`src/sv/dfsa_pkg.sv`:
```
// Shared types, widths and codes for the deferred-free slot allocator.
// Used by the divider, the RAM wrapper users and the top level; no dependencies.
`default_nettype none

package dfsa_pkg;

  localparam int MAX_SLOTS     = 4096;
  localparam int SAMPLER_LIMIT = 2048;
  localparam int FRAMES        = 4;

  localparam int SLOT_W   = $clog2(MAX_SLOTS);
  localparam int CNT_W    = SLOT_W + 1;
  localparam int FRAME_W  = 2;
  localparam int OFF_W    = 20;
  localparam int CAP_W    = 13;
  localparam int DSZ_W    = 9;
  localparam int HTYPE_W  = 2;
  localparam int STATUS_W = 3;
  localparam int DEFER_AW = FRAME_W + SLOT_W;
  localparam int DIV_CNT_W = $clog2(OFF_W);
  localparam int CFG_AW   = 4;
  localparam int CFG_DW   = 32;

  localparam logic [DSZ_W-1:0] DSZ_RESET = DSZ_W'(32);

  typedef enum logic [1:0] {
    MODE_INIT    = 2'd0,
    MODE_ALLOC   = 2'd1,
    MODE_FREE    = 2'd2,
    MODE_PROCESS = 2'd3
  } mode_e;

  localparam logic [STATUS_W-1:0] ST_OK      = 3'd0;
  localparam logic [STATUS_W-1:0] ST_FULL    = 3'd1;
  localparam logic [STATUS_W-1:0] ST_EMPTY   = 3'd2;
  localparam logic [STATUS_W-1:0] ST_BAD     = 3'd3;
  localparam logic [STATUS_W-1:0] ST_BIG     = 3'd4;
  localparam logic [STATUS_W-1:0] ST_IGNORED = 3'd5;

  localparam logic [HTYPE_W-1:0] HEAP_SAMPLER = 2'd1;
  localparam logic [HTYPE_W-1:0] HEAP_RTV     = 2'd2;

  localparam logic [1:0] REG_CAPACITY = 2'd0;
  localparam logic [1:0] REG_DSZ      = 2'd1;
  localparam logic [1:0] REG_HTYPE    = 2'd2;
  localparam logic [1:0] REG_VISIBLE  = 2'd3;

  typedef enum logic [2:0] {
    S_IDLE,
    S_FILL,
    S_ALLOC,
    S_DIV,
    S_PROC_RD,
    S_PROC_WR
  } state_e;

  typedef struct packed {
    logic             start;
    logic [OFF_W-1:0] dividend;
    logic [DSZ_W-1:0] divisor;
  } div_req_t;

  typedef struct packed {
    logic             done;
    logic [OFF_W-1:0] quot;
    logic [DSZ_W-1:0] rem;
  } div_rsp_t;

endpackage

`default_nettype wire

```
`src/sv/dfsa_div.sv`:
```
// Restoring divider, one quotient bit per cycle, for byte offset to slot index.
// Depends on dfsa_pkg.
`default_nettype none

module dfsa_div (
  input  wire logic              clk_i,
  input  wire logic              rst_ni,
  input  wire dfsa_pkg::div_req_t req_i,
  output dfsa_pkg::div_rsp_t      rsp_o
);

  import dfsa_pkg::*;

  logic                 busy_q, busy_d;
  logic                 done_q, done_d;
  logic [DIV_CNT_W-1:0] cnt_q, cnt_d;
  logic [OFF_W-1:0]     quot_q, quot_d;
  logic [DSZ_W-1:0]     rem_q, rem_d;
  logic [DSZ_W-1:0]     dsr_q, dsr_d;
  logic [DSZ_W:0]       trial;
  logic                 fits;

  assign trial = {rem_q, quot_q[OFF_W-1]};
  assign fits  = trial >= {1'b0, dsr_q};

  always_comb begin
    busy_d = busy_q;
    done_d = 1'b0;
    cnt_d  = cnt_q;
    quot_d = quot_q;
    rem_d  = rem_q;
    dsr_d  = dsr_q;
    if (req_i.start) begin
      busy_d = 1'b1;
      cnt_d  = '0;
      quot_d = req_i.dividend;
      rem_d  = '0;
      dsr_d  = req_i.divisor;
    end else if (busy_q) begin
      // The trial value stays below twice the divisor, so the difference fits.
      rem_d  = fits ? DSZ_W'(trial - {1'b0, dsr_q}) : trial[DSZ_W-1:0];
      quot_d = {quot_q[OFF_W-2:0], fits};
      cnt_d  = cnt_q + DIV_CNT_W'(1);
      if (cnt_q == DIV_CNT_W'(OFF_W - 1)) begin
        busy_d = 1'b0;
        done_d = 1'b1;
      end
    end
  end

  always_ff @(posedge clk_i or negedge rst_ni) begin
    if (!rst_ni) begin
      busy_q <= 1'b0;
      done_q <= 1'b0;
      cnt_q  <= '0;
    end else begin
      busy_q <= busy_d;
      done_q <= done_d;
      cnt_q  <= cnt_d;
    end
  end

  always_ff @(posedge clk_i) begin
    quot_q <= quot_d;
    rem_q  <= rem_d;
    dsr_q  <= dsr_d;
  end

  assign rsp_o.done = done_q;
  assign rsp_o.quot = quot_q;
  assign rsp_o.rem  = rem_q;

endmodule

`default_nettype wire

```
`config.mk`:
```
export PLATFORM = sky130hd
export DESIGN_NAME = dfsa_div
export DESIGN_NICKNAME = d
export VERILOG_FILES = /design/src/sv/dfsa_pkg.sv /design/src/sv/dfsa_div.sv
export SDC_FILE = /design/constraint.sdc
export NUM_CORES = 1
export LEC_CHECK = 0
export BUFFER_PORTS_ARGS = -buffer_cell sky130_fd_sc_hd__buf_4
export CAP_MARGIN = 25
export CORE_UTILIZATION = 52
export CTS_CLUSTER_DIAMETER = 100
export DETAILED_ROUTE_END_ITERATION = 7
export PLACE_DENSITY = 0.79
export SLEW_MARGIN = 20
export SYNTH_ARGS = -nofsm -noshare
export SYNTH_HDL_FRONTEND = slang
export SYNTH_SLANG_ARGS = --single-unit
```
`constraint.sdc`:
```
create_clock -name clk_i -period 2.8 [get_ports clk_i]
set_input_delay 0 -clock clk_i [delete_from_list [all_inputs] [get_ports clk_i]]
set_output_delay 0 -clock clk_i [all_outputs]
set_load 0.03 [all_outputs]
```
==> summary.md <==
| Metric | Value |
|---|---|
| Max Fclk | 407.6 MHz |
| Crit path kind | reg -> reg |
| YS warnings | 0 |
| Final Skew | 0.003553 ns |
| Global-route usage over all layers | 19.62% |
| Final Hold Slack | 0.01067 ns |
| CP most frequent cell | inv_1 |
| GRT overflow | 0 |
| Setup crit start kind | flop |
| FF-to-FF Start | quot_q[19] |
| Post-Synth Adder-Cell Area | 6.332% |
| Worst Path Max Fanout | 7 |
| Hold Path Sink | quot_q[18] |
| Period utilization | 87.62% |
| Wirelength per Cell | 14.46 microns |
| Seq cells post-synth | 45 |
| Placed inst area | 0.002779 sq mm |
| Status | finished clean |
| DP Wirelength | 3.224 mm |
| R2r endpoint | rem_q[6] |
| Synth top area share | 37.99% |
| CP arrival | 2.61 ns |
| Sequential area share after synthesis | 53.49% |
| Mapped Area | 0.002292 sq mm |
| Layout Nets | 298 |
| Unrepaired setup endpoints after global routing | no |
| Post-CTS resize count | 0 |
| Pin count of the biggest net entering global routing | 49 |
| Setup tns final | 0 ns |
| Via-to-Cell Ratio | 5.301 |
| Post-synthesis mux area share | 12.01% |
| Critical path cell sequence | inv_1, ha_1, inv_1, fa_1, a211oi_2, o31ai_2, a211oi_4, buf_4, mux2i_1, a211oi_1 |
| Gpl congestion | 0.7628 |
| CTS tree | built |
| Peak VDD IR | 0.4480 mV |
| Final WS setup | 0.3466 ns |
| Worst-Margin Slew | 0.5261 ns |
| H-tree depth | 2 |
| Post-synthesis cell count | 182 |
| Delay-heaviest family, CP | compound AO/OA/AOI/OAI gates |
| Length of the first detailed-routing pass in iterations | 4 |
| ANT cells | 0 |
| Final Max Slew Viols | 0 |
| Initial Util | 55.70% |
| Predominant post-synthesis flop cell | edfxtp_1 |
| 1st-iter DRT viols | 59 |
| I/O Buffers | 61 |
| Crit path depth | 10 |
| Layout cells sized above 1 | 40.23% |
| Vias in the first global route | 1474 |
| Final setup fails | 0 |
| Die area | 0.004678 sq mm |
| Ys async rst share | 15.56% |
| Final wirelength | 4.426 mm |
| DIE HEIGHT | 68.40 microns |
| Avg Synthesized Cell Area | 12.59 sq um |
| Slew margin rel. | 64.92% |
| Hold Crit Depth | 2 |
| CP Capture Type | flop |
| Pwr/cell area | 754.9 mW/mm^2 |
| Via count | 1622 |
| Finished Layout Cells | 306 |
| Fin area | 0.002983 sq mm |
| Rows | 23 |
| Post-Synth Simple-Gate Area | 10.04% |
| Area Overhead vs Synth | 30.13% |
| R2r setup slk | 0.35 ns |
| Global-route wire length before repair | 6.644 mm |
| I/O pins | 62 |
| Clock root cell | clkbuf_8 |
| Total CTS buffers | 5 |
| Die Span X | 68.40 microns |
| Synth Area in Compound Gates | 9.880% |
| Max-cap violations | 0 |
| Post-Place Setup Slack | 0.3757 ns |
| Clock transition at path regs | 0.08 ns |
| WP buf/inv | 3 |
| Hold Crit Class | in -> reg |
| Leakage | 1.350 nW |
| CP required | 2.95 ns |
| Min Clock Period, post-route | 2.453 ns |
| Clock sinks | 45 |
| Final Power | 2.252 mW |
| Hold Path Origin | req_i[27] |
| Highest cell delay on the worst timing path | 0.41 ns |
| Slowest CP cell | edfxtp_1 |
| Xor/xnor share of the synthesized area | 3.821% |
| DRC viols | 0 |
| Cell variety after synth | 45 |
| Final Hold Viols | 0 |
| Placed Cells | 286 |
| EDFF count, synth | 29 |
| DRT antenna net count | 0 |
| Synthesized Nets | 225 |
| Clk Latency, worst-skew pair | 0.29 ns |
| Max clock buf depth | 2 |
| Largest family of logic cells by synthesized area | multiplexers |
| Yosys top cell by area | edfxtp_1 |
| Finished Core Util | 72.48% |
| Total core area | 0.004115 sq mm |
| Worst r2r path cells | 10 |
| Initial antenna violation count | 0 |
| Top cells by area, synth | edfxtp_1, mux2_2, dfxtp_1 |
==> repair_timing <==
action / in CTS / in global routing
buffers inserted: 0 / 0
endpoints found under the hold margin: 16 / 2
hold buffers: 10 / 2
==> Yosys cell counts, drive strengths merged, types with 2 or more instances <==
library cell,n
edfxtp,29
mux2,20
nor2,16
inv,12
ha,10
dfxtp,9
dfrtp,7
a211oi,6
xor2,6
buf,5
clkbuf,5
mux2i,5
nand2,5
a21o,4
nand4,4
xnor2,4
a21oi,3
a211o,2
a311oi,2
nand2b,2
nand4b,2
nor3,2
o21ai,2
o311ai,2
o31ai,2
or2,2
or3b,2
==> cell families after synthesis <==
family,count (synthesis)
mux,25
simple gates,42
flops,45
buf+inv,22
fa+ha+maj,11
compound gates,27
xor+xnor,10
==> layer usage <==
| metal | part of all wire, % | routed length [microns] | track usage (%) | vias to the layer above |
|---|---|---|---|---|
| met5 | 0 | 0 | 0 | - |
| met4 | 1.4 | 61 | 6.250 | 0 |
| met3 | 3.2 | 143 | 4.167 | 6 |
| met2 | 49 | 2179 | 31.37 | 41 |
| met1 | 46 | 2041 | 26.38 | 765 |
| li1 | - | - | - | 810 |
==> worst max path at each step <==
stage,startpoint,to
global route,quot_q[19],rem_q[7]
floorplan,quot_q[19],quot_q[0]
detailed placement,quot_q[19],rem_q[6]
finish,quot_q[19],rem_q[6]
CTS,quot_q[19],rem_q[6]
global placement,quot_q[19],rem_q[6]
==> flip-flops by register name (all words and copies together) (netlist names) <==
name    cells
dsr_q       9
quot_q     20
done_q      1
cnt_q       5
rem_q       9
busy_q      1
==> layout make-up <==
type	instances	area (sq um)
sequential	45	1226
clock buffer	7	76.32
tap	50	62.56
fill	319	1132
clock inverter	1	7.507
timing repair buffer	76	600.6
inverter	12	45.04
multi-input combinational	115	964.7
==> power by group <==
| group | total, mW | switching (mW) | internal, mW | leakage, nW |
|---|---|---|---|---|
| Clock | 0.382 | 0.205 | 0.177 | 0.0385 |
| Combinational | 0.956 | 0.524 | 0.431 | 0.847 |
| Sequential | 0.915 | 0.0955 | 0.819 | 0.465 |
| Total | 2.25 | 0.825 | 1.43 | 1.35 |
==> layout by cell type (no fill, tap or decap), drive strengths merged, types with 3 or more instances in the layout <==
cell type and n:
a211oi 6, a21o 4, a21oi 3, buf 64
clkbuf 7, dfrtp 7, dfxtp 9, dlygate4sd3 12
edfxtp 29, ha 10, inv 12, mux2 20
mux2i 5, nand2 5, nand4 4, nor2 16
xnor2 4, xor2 6
No activity file was read; power rests on OpenSTA's default activity.
